===== src/design/rtsq_pkg.sv =====
// Shared types and constants of the resistive touch sample qualifier.
`default_nettype none

package rtsq_pkg;

  // Fixed field and register widths.
  localparam int unsigned SAMPLE_FIELD_W = 12;
  localparam int unsigned GAIN_W         = 20;
  localparam int unsigned OFFSET_W       = 16;
  localparam int unsigned WINDOW_W       = 12;
  localparam int unsigned POS_W          = 16;
  localparam int unsigned CAL_FRAC_BITS  = 16;
  localparam int unsigned APB_ADDR_W     = 5;
  localparam int unsigned APB_DATA_W     = 32;

  // Input command codes.
  localparam logic CMD_SAMPLE = 1'b0;
  localparam logic CMD_PEN_UP = 1'b1;

  // Register reset values.
  localparam logic [GAIN_W-1:0]          GAIN_X_RESET   = 20'd4129;
  localparam logic signed [OFFSET_W-1:0] OFFSET_X_RESET = -16'sd12;
  localparam logic [GAIN_W-1:0]          GAIN_Y_RESET   = 20'd5865;
  localparam logic signed [OFFSET_W-1:0] OFFSET_Y_RESET = -16'sd32;
  localparam logic [WINDOW_W-1:0]        WINDOW_RESET   = 12'd50;

  // Position reported when no touch is present.
  localparam logic [POS_W-1:0] POS_NONE = 16'hFFFF;

  // Register indexes on the configuration port.
  typedef enum logic [2:0] {
    REG_GAIN_X   = 3'd0,
    REG_OFFSET_X = 3'd1,
    REG_GAIN_Y   = 3'd2,
    REG_OFFSET_Y = 3'd3,
    REG_WINDOW   = 3'd4
  } reg_idx_t;

  // Kind of work handed from the front end to the back end.
  typedef enum logic {
    OP_SCAN   = 1'b0,
    OP_PEN_UP = 1'b1
  } op_t;

  // Which of the four groups of a scan is being collected.
  typedef enum logic [1:0] {
    GRP_X_FIRST  = 2'd0,
    GRP_Y_FIRST  = 2'd1,
    GRP_X_SECOND = 2'd2,
    GRP_Y_SECOND = 2'd3
  } grp_t;

endpackage

`default_nettype wire


===== src/design/rtsq_front.sv =====
// Front end: accumulates samples, forms trimmed means and queues scan work.
`default_nettype none

module rtsq_front #(
  parameter int unsigned SAMPLES_PER_READ = 5,
  parameter int unsigned SAMPLE_BITS      = 12,
  parameter int unsigned QUEUE_DEPTH      = 4,
  localparam int unsigned LVL_W   = $clog2(QUEUE_DEPTH + 1),
  localparam int unsigned ENTRY_W = 2 + 4 * SAMPLE_BITS
) (
  input  wire logic                                 clk,
  input  wire logic                                 rst,
  input  wire logic                                 in_valid,
  output logic                                      in_ready,
  input  wire logic                                 in_command,
  input  wire logic [rtsq_pkg::SAMPLE_FIELD_W-1:0]  in_sample,
  input  wire logic                                 in_raw,
  input  wire logic [LVL_W-1:0]                     q_level,
  output logic                                      q_push,
  output logic [ENTRY_W-1:0]                        q_data
);

  localparam int unsigned IN_BITS  = (SAMPLE_BITS < rtsq_pkg::SAMPLE_FIELD_W) ?
                                     SAMPLE_BITS : rtsq_pkg::SAMPLE_FIELD_W;
  localparam int unsigned CNT_W    = $clog2(SAMPLES_PER_READ);
  localparam int unsigned SUM_W    = SAMPLE_BITS + $clog2(SAMPLES_PER_READ);
  localparam int unsigned TRIM_DIV = SAMPLES_PER_READ - 2;
  localparam int unsigned SHIFT    = SUM_W + $clog2(TRIM_DIV);
  localparam int unsigned MUL_W    = SHIFT + 1;
  localparam int unsigned PROD_W   = SUM_W + MUL_W;
  // Reciprocal of the divisor, rounded up; exact for every trimmed sum.
  localparam longint unsigned MUL_L = ((64'd1 << SHIFT) + TRIM_DIV - 1) / TRIM_DIV;
  localparam logic [MUL_W-1:0] MUL  = MUL_W'(MUL_L);

  logic                      accept;
  logic [SAMPLE_BITS-1:0]    sample_v;
  logic [CNT_W-1:0]          in_cnt;
  rtsq_pkg::grp_t            grp;
  logic [SUM_W-1:0]          sum;
  logic [SAMPLE_BITS-1:0]    gmin;
  logic [SAMPLE_BITS-1:0]    gmax;
  logic [SUM_W-1:0]          acc_sum;
  logic [SAMPLE_BITS-1:0]    acc_min;
  logic [SAMPLE_BITS-1:0]    acc_max;
  logic                      last_in_group;

  logic                      ev_valid;
  rtsq_pkg::op_t             ev_op;
  rtsq_pkg::grp_t            ev_grp;
  logic [SUM_W-1:0]          ev_trim;
  logic                      ev_raw;
  logic [PROD_W-1:0]         mean_prod;
  logic [SAMPLE_BITS-1:0]    mean;
  logic [SAMPLE_BITS-1:0]    first_x;
  logic [SAMPLE_BITS-1:0]    first_y;
  logic [SAMPLE_BITS-1:0]    second_x;

  // Room is reserved for an entry held in the event register, which the queue level does not yet count.
  assign in_ready = ({1'b0, q_level} + {{LVL_W{1'b0}}, ev_valid}) <
                    (LVL_W + 1)'(QUEUE_DEPTH);
  assign accept   = in_valid && in_ready;
  assign sample_v = SAMPLE_BITS'(in_sample[IN_BITS-1:0]);

  always_comb begin
    acc_sum       = sum + SUM_W'(sample_v);
    acc_min       = (sample_v < gmin) ? sample_v : gmin;
    acc_max       = (sample_v > gmax) ? sample_v : gmax;
    last_in_group = (in_cnt == CNT_W'(SAMPLES_PER_READ - 1));
  end

  always_ff @(posedge clk) begin
    if (rst) begin
      in_cnt   <= '0;
      grp      <= rtsq_pkg::GRP_X_FIRST;
      sum      <= '0;
      gmin     <= '1;
      gmax     <= '0;
      ev_valid <= 1'b0;
    end else begin
      ev_valid <= 1'b0;
      if (accept) begin
        if (in_command == rtsq_pkg::CMD_PEN_UP) begin
          in_cnt   <= '0;
          grp      <= rtsq_pkg::GRP_X_FIRST;
          sum      <= '0;
          gmin     <= '1;
          gmax     <= '0;
          ev_valid <= 1'b1;
        end else if (last_in_group) begin
          in_cnt   <= '0;
          grp      <= rtsq_pkg::grp_t'(grp + 2'd1);
          sum      <= '0;
          gmin     <= '1;
          gmax     <= '0;
          ev_valid <= 1'b1;
        end else begin
          in_cnt <= in_cnt + 1'b1;
          sum    <= acc_sum;
          gmin   <= acc_min;
          gmax   <= acc_max;
        end
      end
    end
  end

  always_ff @(posedge clk) begin
    if (accept) begin
      ev_op   <= (in_command == rtsq_pkg::CMD_PEN_UP) ? rtsq_pkg::OP_PEN_UP :
                                                         rtsq_pkg::OP_SCAN;
      ev_grp  <= grp;
      ev_trim <= acc_sum - SUM_W'(acc_min) - SUM_W'(acc_max);
      ev_raw  <= in_raw;
    end
  end

  // Trimmed sum divided by the kept sample count through the reciprocal.
  assign mean_prod = PROD_W'(ev_trim) * PROD_W'(MUL);
  assign mean      = mean_prod[SHIFT +: SAMPLE_BITS];

  always_ff @(posedge clk) begin
    if (ev_valid && (ev_op == rtsq_pkg::OP_SCAN)) begin
      unique case (ev_grp)
        rtsq_pkg::GRP_X_FIRST:  first_x  <= mean;
        rtsq_pkg::GRP_Y_FIRST:  first_y  <= mean;
        rtsq_pkg::GRP_X_SECOND: second_x <= mean;
        rtsq_pkg::GRP_Y_SECOND: ;
      endcase
    end
  end

  assign q_push = ev_valid && ((ev_op == rtsq_pkg::OP_PEN_UP) ||
                               (ev_grp == rtsq_pkg::GRP_Y_SECOND));
  assign q_data = {ev_op, ev_raw, first_x, second_x, first_y, mean};

endmodule

`default_nettype wire


===== src/design/rtsq_fifo.sv =====
// Short queue between the front end and the back end.
`default_nettype none

module rtsq_fifo #(
  parameter int unsigned DEPTH = 4,
  parameter int unsigned WIDTH = 50,
  localparam int unsigned LVL_W = $clog2(DEPTH + 1)
) (
  input  wire logic              clk,
  input  wire logic              rst,
  input  wire logic              push,
  input  wire logic [WIDTH-1:0]  push_data,
  input  wire logic              pop,
  output logic                   rd_valid,
  output logic [WIDTH-1:0]       rd_data,
  output logic [LVL_W-1:0]       level
);

  localparam int unsigned PTR_W = (DEPTH > 1) ? $clog2(DEPTH) : 1;

  logic [WIDTH-1:0] mem [DEPTH];
  logic [PTR_W-1:0] wr_ptr;
  logic [PTR_W-1:0] rd_ptr;

  always_ff @(posedge clk) begin
    if (push) begin
      mem[wr_ptr] <= push_data;
    end
  end

  always_ff @(posedge clk) begin
    if (rst) begin
      wr_ptr <= '0;
      rd_ptr <= '0;
      level  <= '0;
    end else begin
      if (push) begin
        wr_ptr <= (wr_ptr == PTR_W'(DEPTH - 1)) ? '0 : wr_ptr + 1'b1;
      end
      if (pop) begin
        rd_ptr <= (rd_ptr == PTR_W'(DEPTH - 1)) ? '0 : rd_ptr + 1'b1;
      end
      if (push && !pop) begin
        level <= level + 1'b1;
      end else if (pop && !push) begin
        level <= level - 1'b1;
      end
    end
  end

  assign rd_valid = (level != '0);
  assign rd_data  = mem[rd_ptr];

`ifndef SYNTHESIS
  // The front end's credit check must keep the queue from overflowing.
  a_no_overflow: assert property (@(posedge clk) disable iff (rst)
    push |-> ((level != LVL_W'(DEPTH)) || pop))
    else $error("queue written while full");

  a_no_underflow: assert property (@(posedge clk) disable iff (rst)
    pop |-> (level != '0))
    else $error("queue read while empty");
`endif

endmodule

`default_nettype wire


===== src/design/rtsq_back.sv =====
// Back end: agreement check, averaging, calibration and press tracking.
`default_nettype none

module rtsq_back #(
  parameter int unsigned SAMPLE_BITS = 12,
  localparam int unsigned ENTRY_W = 2 + 4 * SAMPLE_BITS
) (
  input  wire logic                                  clk,
  input  wire logic                                  rst,
  input  wire logic                                  q_valid,
  input  wire logic [ENTRY_W-1:0]                    q_data,
  output logic                                       q_pop,
  input  wire logic [rtsq_pkg::GAIN_W-1:0]           gain_x,
  input  wire logic signed [rtsq_pkg::OFFSET_W-1:0]  offset_x,
  input  wire logic [rtsq_pkg::GAIN_W-1:0]           gain_y,
  input  wire logic signed [rtsq_pkg::OFFSET_W-1:0]  offset_y,
  input  wire logic [rtsq_pkg::WINDOW_W-1:0]         agree_window,
  output logic                                       out_valid,
  input  wire logic                                  out_ready,
  output logic                                       pressed,
  output logic                                       caught,
  output logic [rtsq_pkg::POS_W-1:0]                 pos_x,
  output logic [rtsq_pkg::POS_W-1:0]                 pos_y,
  output logic [rtsq_pkg::POS_W-1:0]                 press_x,
  output logic [rtsq_pkg::POS_W-1:0]                 press_y,
  output logic                                       reads_agreed
);

  localparam int unsigned SB     = SAMPLE_BITS;
  localparam int unsigned CMP_W  = (SB > rtsq_pkg::WINDOW_W) ? SB : rtsq_pkg::WINDOW_W;
  localparam int unsigned PROD_W = rtsq_pkg::GAIN_W + SB;
  localparam int unsigned POS_W  = rtsq_pkg::POS_W;

  rtsq_pkg::op_t   q_op;
  logic            q_raw;
  logic [SB-1:0]   fx, sx, fy, sy;
  logic [SB-1:0]   d_x, d_y;
  logic [SB:0]     sum_x, sum_y;
  logic [SB-1:0]   ax, ay;
  logic            agree_now;

  logic            adv;
  logic            s1_ready;
  logic            s1_valid;
  rtsq_pkg::op_t   s1_op;
  logic            s1_agreed;
  logic            s1_raw;
  logic [SB-1:0]   s1_ax, s1_ay;
  logic [PROD_W-1:0] s1_prod_x, s1_prod_y;

  logic [POS_W-1:0] cal_x, cal_y;
  logic [POS_W-1:0] new_x, new_y;
  logic [POS_W-1:0] cur_x_next, cur_y_next;

  logic             down_flag;
  logic             catch_flag;
  logic [POS_W-1:0] current_x, current_y;
  logic [POS_W-1:0] start_x, start_y;
  logic             agreed;

  // Unpack the queued scan.
  assign q_op  = rtsq_pkg::op_t'(q_data[ENTRY_W-1]);
  assign q_raw = q_data[ENTRY_W-2];
  assign fx    = q_data[3*SB +: SB];
  assign sx    = q_data[2*SB +: SB];
  assign fy    = q_data[SB +: SB];
  assign sy    = q_data[0 +: SB];

  always_comb begin
    d_x       = (fx > sx) ? fx - sx : sx - fx;
    d_y       = (fy > sy) ? fy - sy : sy - fy;
    agree_now = (CMP_W'(d_x) < CMP_W'(agree_window)) &&
                (CMP_W'(d_y) < CMP_W'(agree_window));
    sum_x     = {1'b0, fx} + {1'b0, sx};
    sum_y     = {1'b0, fy} + {1'b0, sy};
    ax        = sum_x[SB:1];
    ay        = sum_y[SB:1];
  end

  assign adv      = !out_valid || out_ready;
  assign s1_ready = !s1_valid || adv;
  assign q_pop    = q_valid && s1_ready;

  always_ff @(posedge clk) begin
    if (q_pop) begin
      s1_op     <= q_op;
      s1_agreed <= agree_now;
      s1_raw    <= q_raw;
      s1_ax     <= ax;
      s1_ay     <= ay;
      s1_prod_x <= PROD_W'(gain_x) * PROD_W'(ax);
      s1_prod_y <= PROD_W'(gain_y) * PROD_W'(ay);
    end
  end

  always_comb begin
    cal_x = POS_W'(s1_prod_x >> rtsq_pkg::CAL_FRAC_BITS) + $unsigned(offset_x);
    cal_y = POS_W'(s1_prod_y >> rtsq_pkg::CAL_FRAC_BITS) + $unsigned(offset_y);
    new_x = s1_raw ? POS_W'(s1_ax) : cal_x;
    new_y = s1_raw ? POS_W'(s1_ay) : cal_y;
    cur_x_next = s1_agreed ? new_x : current_x;
    cur_y_next = s1_agreed ? new_y : current_y;
  end

  always_ff @(posedge clk) begin
    if (rst) begin
      s1_valid   <= 1'b0;
      out_valid  <= 1'b0;
      down_flag  <= 1'b0;
      catch_flag <= 1'b0;
      current_x  <= '0;
      current_y  <= '0;
      start_x    <= '0;
      start_y    <= '0;
      agreed     <= 1'b0;
    end else begin
      if (s1_ready) begin
        s1_valid <= q_valid;
      end
      if (adv) begin
        out_valid <= s1_valid;
        if (s1_valid) begin
          if (s1_op == rtsq_pkg::OP_SCAN) begin
            agreed    <= s1_agreed;
            current_x <= cur_x_next;
            current_y <= cur_y_next;
            if (!down_flag) begin
              down_flag  <= 1'b1;
              catch_flag <= 1'b1;
              start_x    <= cur_x_next;
              start_y    <= cur_y_next;
            end
          end else begin
            agreed <= 1'b0;
            if (down_flag) begin
              down_flag <= 1'b0;
            end else begin
              start_x   <= '0;
              start_y   <= '0;
              current_x <= rtsq_pkg::POS_NONE;
              current_y <= rtsq_pkg::POS_NONE;
            end
          end
        end
      end
    end
  end

  // The result register is the tracked state itself.
  assign pressed      = down_flag;
  assign caught       = catch_flag;
  assign pos_x        = current_x;
  assign pos_y        = current_y;
  assign press_x      = start_x;
  assign press_y      = start_y;
  assign reads_agreed = agreed;

`ifndef SYNTHESIS
  a_pressed_caught: assert property (@(posedge clk) disable iff (rst)
    down_flag |-> catch_flag)
    else $error("pen held down without the caught flag");

  a_caught_sticky: assert property (@(posedge clk) disable iff (rst)
    !$fell(catch_flag))
    else $error("caught flag cleared outside reset");
`endif

endmodule

`default_nettype wire


===== src/design/resistive_touch_sample_qualifier_top.sv =====
// Top level of the resistive touch sample qualifier with its register file.
`default_nettype none

// The block qualifies resistive touch-panel conversions. While the pen is down
// it receives scans of four groups of SAMPLES_PER_READ samples, in the order
// X, Y, X, Y. Each group is reduced to a trimmed mean (sum less minimum and
// maximum, divided by the remaining count). When the two X means and the two
// Y means each differ by less than the agreement window, their averages become
// the new position, either raw or scaled by the unsigned Q4.16 gain plus the
// signed offset and wrapped to 16 bits; otherwise the previous position stays.
// One result item leaves for every completed scan and for every pen-up item;
// other samples produce nothing. A pen-up item discards a partly collected
// scan. The input side takes one item every clock cycle while the queue has
// room; the front end keeps a running sum, minimum and maximum. A four-entry
// queue decouples it from the back end, which retires one scan per cycle
// unless the output stalls, through a two-stage pipeline (multiply, then
// offset and state update). Results pass through the event register, queue,
// multiply stage and state registers; a stalled output back-pressures the
// input only once the queue has filled. Configuration registers, 32 bits each
// on the APB port at byte addresses 0x00 gain_x, 0x04 offset_x, 0x08 gain_y,
// 0x0C offset_y and 0x10 agree_window, should be written only while idle.
module resistive_touch_sample_qualifier_top #(
  parameter int unsigned SAMPLES_PER_READ = 5,
  parameter int unsigned SAMPLE_BITS      = 12,
  parameter int unsigned QUEUE_DEPTH      = 4
) (
  input  wire logic                                clk,
  input  wire logic                                rst,
  // Input stream.
  input  wire logic                                s_tvalid,
  output logic                                     s_tready,
  input  wire logic [15:0]                         s_tdata,  // [11:0] sample
  input  wire logic [1:0]                          s_tuser,  // [0] command, [1] raw_mode
  // Result stream.
  output logic                                     m_tvalid,
  input  wire logic                                m_tready,
  // [0] pressed, [1] caught, [17:2] pos_x, [33:18] pos_y, [49:34] press_x,
  // [65:50] press_y, [66] reads_agreed
  output logic [71:0]                              m_tdata,
  // Configuration port.
  input  wire logic                                psel,
  input  wire logic                                penable,
  input  wire logic                                pwrite,
  input  wire logic [rtsq_pkg::APB_ADDR_W-1:0]     paddr,
  input  wire logic [rtsq_pkg::APB_DATA_W-1:0]     pwdata,
  output logic [rtsq_pkg::APB_DATA_W-1:0]          prdata,
  output logic                                     pready
);

  localparam int unsigned LVL_W   = $clog2(QUEUE_DEPTH + 1);
  localparam int unsigned ENTRY_W = 2 + 4 * SAMPLE_BITS;
  localparam int unsigned DW      = rtsq_pkg::APB_DATA_W;

  // Configuration registers.
  logic [rtsq_pkg::GAIN_W-1:0]          gain_x;
  logic signed [rtsq_pkg::OFFSET_W-1:0] offset_x;
  logic [rtsq_pkg::GAIN_W-1:0]          gain_y;
  logic signed [rtsq_pkg::OFFSET_W-1:0] offset_y;
  logic [rtsq_pkg::WINDOW_W-1:0]        agree_window;
  rtsq_pkg::reg_idx_t                   reg_idx;
  logic                                 cfg_write;

  // Front-to-back queue.
  logic               q_push;
  logic [ENTRY_W-1:0] q_push_data;
  logic               q_pop;
  logic               q_valid;
  logic [ENTRY_W-1:0] q_rd_data;
  logic [LVL_W-1:0]   q_level;

  // Result fields.
  logic                        pressed;
  logic                        caught;
  logic [rtsq_pkg::POS_W-1:0]  pos_x;
  logic [rtsq_pkg::POS_W-1:0]  pos_y;
  logic [rtsq_pkg::POS_W-1:0]  press_x;
  logic [rtsq_pkg::POS_W-1:0]  press_y;
  logic                        reads_agreed;

  assign pready    = 1'b1;
  assign reg_idx   = rtsq_pkg::reg_idx_t'(paddr[4:2]);
  assign cfg_write = psel && penable && pwrite && pready;

  always_ff @(posedge clk) begin
    if (rst) begin
      gain_x       <= rtsq_pkg::GAIN_X_RESET;
      offset_x     <= rtsq_pkg::OFFSET_X_RESET;
      gain_y       <= rtsq_pkg::GAIN_Y_RESET;
      offset_y     <= rtsq_pkg::OFFSET_Y_RESET;
      agree_window <= rtsq_pkg::WINDOW_RESET;
    end else if (cfg_write) begin
      unique case (reg_idx)
        rtsq_pkg::REG_GAIN_X:   gain_x       <= pwdata[rtsq_pkg::GAIN_W-1:0];
        rtsq_pkg::REG_OFFSET_X: offset_x     <= $signed(pwdata[rtsq_pkg::OFFSET_W-1:0]);
        rtsq_pkg::REG_GAIN_Y:   gain_y       <= pwdata[rtsq_pkg::GAIN_W-1:0];
        rtsq_pkg::REG_OFFSET_Y: offset_y     <= $signed(pwdata[rtsq_pkg::OFFSET_W-1:0]);
        rtsq_pkg::REG_WINDOW:   agree_window <= pwdata[rtsq_pkg::WINDOW_W-1:0];
        default: ;
      endcase
    end
  end

  // Read-back; offsets are returned sign-extended.
  always_comb begin
    unique case (reg_idx)
      rtsq_pkg::REG_GAIN_X:   prdata = DW'(gain_x);
      rtsq_pkg::REG_OFFSET_X: prdata = DW'(unsigned'(DW'(offset_x)));
      rtsq_pkg::REG_GAIN_Y:   prdata = DW'(gain_y);
      rtsq_pkg::REG_OFFSET_Y: prdata = DW'(unsigned'(DW'(offset_y)));
      rtsq_pkg::REG_WINDOW:   prdata = DW'(agree_window);
      default:                prdata = '0;
    endcase
  end

  // Front end: sample accumulation and trimmed means.
  rtsq_front #(
    .SAMPLES_PER_READ (SAMPLES_PER_READ),
    .SAMPLE_BITS      (SAMPLE_BITS),
    .QUEUE_DEPTH      (QUEUE_DEPTH)
  ) u_front (
    .clk        (clk),
    .rst        (rst),
    .in_valid   (s_tvalid),
    .in_ready   (s_tready),
    .in_command (s_tuser[0]),
    .in_sample  (s_tdata[rtsq_pkg::SAMPLE_FIELD_W-1:0]),
    .in_raw     (s_tuser[1]),
    .q_level    (q_level),
    .q_push     (q_push),
    .q_data     (q_push_data)
  );

  rtsq_fifo #(
    .DEPTH (QUEUE_DEPTH),
    .WIDTH (ENTRY_W)
  ) u_fifo (
    .clk       (clk),
    .rst       (rst),
    .push      (q_push),
    .push_data (q_push_data),
    .pop       (q_pop),
    .rd_valid  (q_valid),
    .rd_data   (q_rd_data),
    .level     (q_level)
  );

  // Back end: agreement, calibration and the press state.
  rtsq_back #(
    .SAMPLE_BITS (SAMPLE_BITS)
  ) u_back (
    .clk          (clk),
    .rst          (rst),
    .q_valid      (q_valid),
    .q_data       (q_rd_data),
    .q_pop        (q_pop),
    .gain_x       (gain_x),
    .offset_x     (offset_x),
    .gain_y       (gain_y),
    .offset_y     (offset_y),
    .agree_window (agree_window),
    .out_valid    (m_tvalid),
    .out_ready    (m_tready),
    .pressed      (pressed),
    .caught       (caught),
    .pos_x        (pos_x),
    .pos_y        (pos_y),
    .press_x      (press_x),
    .press_y      (press_y),
    .reads_agreed (reads_agreed)
  );

  assign m_tdata = {5'b0, reads_agreed, press_y, press_x, pos_y, pos_x, caught, pressed};

endmodule

`default_nettype wire


===== config.mk =====
export PLATFORM = sky130hd
export DESIGN_NAME = resistive_touch_sample_qualifier_top
export DESIGN_NICKNAME = d
export VERILOG_FILES = /design/src/design/rtsq_pkg.sv /design/src/design/rtsq_front.sv /design/src/design/rtsq_fifo.sv /design/src/design/rtsq_back.sv /design/src/design/resistive_touch_sample_qualifier_top.sv
export SDC_FILE = /design/constraint.sdc
export NUM_CORES = 2
export LEC_CHECK = 0
export BUFFER_PORTS_ARGS = -buffer_cell sky130_fd_sc_hd__buf_4
export CORE_UTILIZATION = 60
export DETAILED_ROUTE_END_ITERATION = 10
export PLACE_DENSITY_LB_ADDON = 0.1
export SETUP_SLACK_MARGIN = 0.05
export SLEW_MARGIN = 20
export SYNTH_ARGS = -nofsm -noshare
export SYNTH_HDL_FRONTEND = slang
export SYNTH_SLANG_ARGS = --single-unit

===== constraint.sdc =====
create_clock -name clk -period 20.5 [get_ports clk]
set_input_delay 5.125 -clock clk [delete_from_list [all_inputs] [get_ports clk]]
set_output_delay 5.125 -clock clk [all_outputs]
set_load 0.01 [all_outputs]

[Word level (Yosys, flattened, before mapping)]
Memories as Yosys holds them, arrays and structs flattened. A register that Yosys moved wholly into a read port is not among the register bits.
Cells that the tools add are included.
Widths: inputs -> output; s select.
Word-level totals
  register bits after elaboration: 351
  RAM bits: 200
  input port bits: 62
  output and inout bits: 107
  logic and storage cells: 156
  memories kept: 1
Operators by class
  add/sub/neg operators: 18
  $mul: 3
  order comparisons: 7
  equal/unequal tests: 11
  multiplexer cells: 40
  bitwise gates (word level): 4
  reductions and logical operators: 35
Memory list
  u_fifo.mem: words 4, width 50, rd ports 1, clocked after Yosys merged registers in 1, wr ports 1, RTL line rtsq_fifo.sv:21  | logic [WIDTH-1:0] mem [DEPTH];
Operators with widths (number)
  $mux 16: 12
  $pmux 32 s5: 1
  $mux 12: 8
  $mul 20x12->32: 2
  $sub 12x12->12: 4
  $gt 12x12->1: 3
  $lt 12x12->1: 3
  $add 16x16->16: 2
  $mux 15: 2
  $sub 15x12->15: 2
  $mul 15x16->29 const B: 1
  $add 12x12->13: 2
  $reduce_and 2->1: 10
  $add 15x12->15: 1
  $mux 2: 6
  $mux 3: 4
  $logic_and 1x1->1: 9
  $eq 2x2->1 const B: 4
  $mux 1: 7
  $add 2x1->2 const B: 3
  $add 3x1->3 const B: 2
  $eq 3x2->1 const B: 2
  $eq 3x3->1 const B: 2
  $reduce_and 3->1: 2
  other kinds (15): 24

[Depth between registers and ports, before layout]
  depth in word-level cells: 7
  mapped depth: 36
  mapped depth without buffers: 32

[By module]
From an unflattened synthesis, not the netlist that was laid out.
Unflattened totals
  cell total of the unflattened synthesis: 4304
  area, all modules: 44341.3 µm²
By module, submodules not included
  rtsq_back: times used 1, cells each 2721, area an instance 23655.2 µm²
  rtsq_front: times used 1, cells each 841, area an instance 8787.2 µm²
  rtsq_fifo: times used 1, cells each 306, area an instance 7708.6 µm²
  resistive_touch_sample_qualifier_top: times used 1, cells each 436, area an instance 4190.3 µm²

[Least setup slack after synthesis]
Ideal clock, no wire load.
  path kind: input to output
  start point: in paddr[2] (netlist bit)
  end point: out prdata[21] (netlist bit)
  arrival time: 6.487 ns
  data required time: 15.375 ns
  slack: 8.888 ns
  stages: 6
  buffers on the path: 3
  cell sequence: clkbuf_1 -> nor2b_1 -> clkbuf_1 -> nand2_1 -> inv_1 -> buf_4
Between the ends
  cells in the longest elaborated chain, start to end: 2
  elaborated cells between the ends (all ways): 6
  those cells by class: eq/ne: 4; mux: 1; reduce/logical: 1
RTL lines
  start: declaration: RTL line resistive_touch_sample_qualifier_top.sv:44  | input wire logic [rtsq_pkg::APB_ADDR_W-1:0] paddr,
  $eq 3x3->1, or another cell as far along: RTL line resistive_touch_sample_qualifier_top.sv:105  | unique case (reg_idx)
  $pmux 32 s5 *: RTL line resistive_touch_sample_qualifier_top.sv:105
  end: declaration: RTL line resistive_touch_sample_qualifier_top.sv:46  | output logic [rtsq_pkg::APB_DATA_W-1:0] prdata,
Mark *: on every way between the ends. The rest lies on a longest branch, timed or not.

[Final worst setup path]
  start point: in paddr[2] (netlist bit)
  end point: out prdata[17] (netlist bit)
Same word-level chain as after synthesis.

==> results.sh <==
export IMPL_outcome="completed"
export IMPL_dr_pass1_iters=6
export IMPL_synth_cells=4300
export IMPL_worstPathMaxFanout=26
export IMPL_wirelength_um=106000
export IMPL_min_path_type="register to register"
export IMPL_start_util=0.608
export IMPL_gp_congestion=0.921
export IMPL_chipHeight_um=272
export IMPL_io_buffers=144
export IMPL_final_layout_size_suffix_gt1_frac=0.0990
export IMPL_period_share=0.599
export IMPL_mappedNetlistArea_um2=43600
export IMPL_setup_viol=0
export IMPL_synthTopCellsByArea="edfxtp_1, fa_1, ha_1"
export IMPL_synth_seq_area_share=0.311
export IMPL_postRouteAntennaNets=0
export IMPL_rrSetupSlack_ps=10660
export IMPL_cts_hold_buf=0
export IMPL_synth_commonest_cells="inv_1, nand2_1, fa_1"
export IMPL_synth_compound_area_frac=0.0912
export IMPL_critPathLaunch="paddr[2]"
export IMPL_io_pins=169
export IMPL_antenna_found_initial=1
export IMPL_hold_start="u_back.press_y[6]$_SDFFE_PP0P_"
export IMPL_r2r_cells=30
export IMPL_synthMuxAreaShare=0.0495
export IMPL_cts_tree="done"
export IMPL_insertion_delay_ps=650
export IMPL_max_freq_mhz=81.4
export IMPL_synth_top_family_by_area="adder cells"
export IMPL_die_w_um=272
export IMPL_avgSynthCellArea_um2=10.1
export IMPL_cp_end_kind="output port"
export IMPL_vias=30900
export IMPL_core_area_um2=71700
export IMPL_start_kind="input port"
export IMPL_required_ps=15380
export IMPL_vias_per_cell=5.80
export IMPL_synth_edf_count=314
export IMPL_cp_arrival_ps=7160
export IMPL_synth_most_common_cell="inv_1"
export IMPL_regArea_um2=13600
export IMPL_dr_first_iter_drc_count=2422
export IMPL_cts_made_buffers=55
export IMPL_rows=98
export IMPL_timing_rr_end="u_back.s1_prod_x[31]$_DFFE_PP_"
export IMPL_hold_path_endpoint="u_back.press_y[6]$_SDFFE_PP0P_"
export IMPL_slowest_stage="nor2b_1"
export IMPL_multi_input_area_um2=26900
export IMPL_final_nets=5246
export IMPL_clkSinkCount=521
export IMPL_design_die_area_um2=73700
export IMPL_clockBufferDepth=3
export IMPL_min_delay_path_depth=2
export IMPL_synthXorXnorAreaFrac=0.0269
export IMPL_cap_violations=0
export IMPL_drc_errors=0
export IMPL_synth_top_area_frac=0.216
export IMPL_crit_top_cell="buf_4"
export IMPL_fin_skew_ps=35.5
export IMPL_period_needed_ps=12290
export IMPL_worst_slew_pin_slew_ps=1110
export IMPL_grt_usage=0.292
export IMPL_ys_ff_latch=521
export IMPL_hpwl_um=78900
export IMPL_hold_viol_final=0
export IMPL_grt_pass1_vias=31300
export IMPL_rsz0062_at_grt="false"
export IMPL_fillCellCount=5717
export IMPL_yosysUniqueCellTypes=87
export IMPL_cts_repair_resized=0
export IMPL_antenna_cells=0
export IMPL_ys_flop_type="edfxtp_1"
export IMPL_grt_pass1_wl_um=169000
export IMPL_gr_total_overflow=0
export IMPL_yosys_area_top_type="edfxtp_1"
export IMPL_h_tree_depth=2
export IMPL_yosys_warnings=0
export IMPL_wl_per_cell_um=19.8
export IMPL_max_stage_delay_ps=740
export IMPL_drv_slew=0
export IMPL_path_clk_slew_ps=60
export IMPL_relSlewSlack=0.255
export IMPL_yosys_area_share_simple=0.123
export IMPL_grt_max_degree=74
export IMPL_cp_cell_sequence="buf_4 -> nor2b_1 -> nand2_1 -> o21ai_0 -> buf_4"
export IMPL_finalSetupTns_ps=0
export IMPL_cts_setup_buffers=0
export IMPL_async_flop_share=0
export IMPL_synthAdderAreaFrac=0.320
export IMPL_crit_type="input port to output port"
export IMPL_synthToLayoutAreaGrowth_pct=8.74
export IMPL_cts_root_buf="clkbuf_16"
==> sequential cells by signal, summed over array words and instances, names as in the netlist, 15 cells and up, named ones only <==
name,flops
u_front.sum,15
u_back.s1_prod_x,16
u_front.ev_trim,15
gain_y,20
u_fifo.mem,200
u_back.pos_x,16
u_back.press_y,16
offset_x,16
offset_y,16
u_back.press_x,16
u_back.s1_prod_y,16
gain_x,20
u_back.pos_y,16
==> worst max-delay path: cells and delay by family <==
kind / cells / cell delay, ps
compound gates: 1 / 390
simple gates: 2 / 1100
buf+inv: 2 / 530
==> cells by family after synthesis <==
group	count (synthesis)
simple gates	1163
buf+inv	875
fa+ha+maj	849
compound gates	611
flops	521
mux	145
xor+xnor	134
other cells	2
==> area by class of cell <==
cell class,instances,area share
Multi-Input combinational cell,2908,0.567
Sequential cell,521,0.286
Inverter,653,0.0517
Clock buffer,73,0.0315
Timing Repair Buffer,196,0.0310
Tap cell,950,0.0251
Clock inverter,31,0.00755
==> placed cells by master (no fill, tap or decap), drive strengths merged, types with 23 or more instances in the layout <==
master,netlist,routed
xnor2,76,76
mux2,33,33
mux2i,59,59
nand2,546,546
fa,442,442
xor2,58,58
ha,407,407
and3,41,41
nor2,198,198
edfxtp,314,314
o21ai,96,96
inv,652,655
buf,38,196
and2,99,99
nand2b,24,24
a22oi,40,40
mux4,53,53
dfxtp,207,207
a21oi,194,194
nor3b,30,30
clkbuf,184,73
a31oi,23,23
nor3,60,60
nand3,69,69
o22ai,29,29
a21o,62,62
a211oi,27,27
==> how the worst max path moves through the flow <==
| stage | endpoint | slack (ps) | cells past startpoint |
|---|---|---|---|
| CTS | prdata[17] | 8250 | 5 |
| floorplan | prdata[21] | 8890 | 6 |
| global route | prdata[17] | 8070 | 5 |
| detailed placement | prdata[17] | 8260 | 5 |
| finish | prdata[17] | 8210 | 5 |
| global placement | prdata[17] | 8240 | 5 |
==> through the flow <==
stage / instances / setup WS [ps] / instance area (µm²) / util / hold WS [ps]
5_1_grt: 5332 / 8070 / 47400 / 0.661 / 457
6_report: 5332 / 8210 / 47400 / 0.661 / 439
3_5_place_dp: 5228 / 8260 / 45500 / 0.635 / 434
3_3_place_gp: 5228 / 8240 / 45500 / 0.635 / 428
2_1_floorplan: 4304 / 8890 / 43600 / - / 416
4_1_cts: 5332 / 8250 / 47400 / 0.660 / 443
==> layer usage <==
layer,vias to the layer above,track usage,wire length [µm]
met2,1085,0.487,50600
met3,196,0.0368,7140
met4,2,0.0949,3440
li1,14300,-,-
met5,-,0,11
met1,15300,0.399,44400
Power is left out: the tool's default activity adds up to more than one toggle a clock period on the data nets, which glitch-free logic cannot reach.
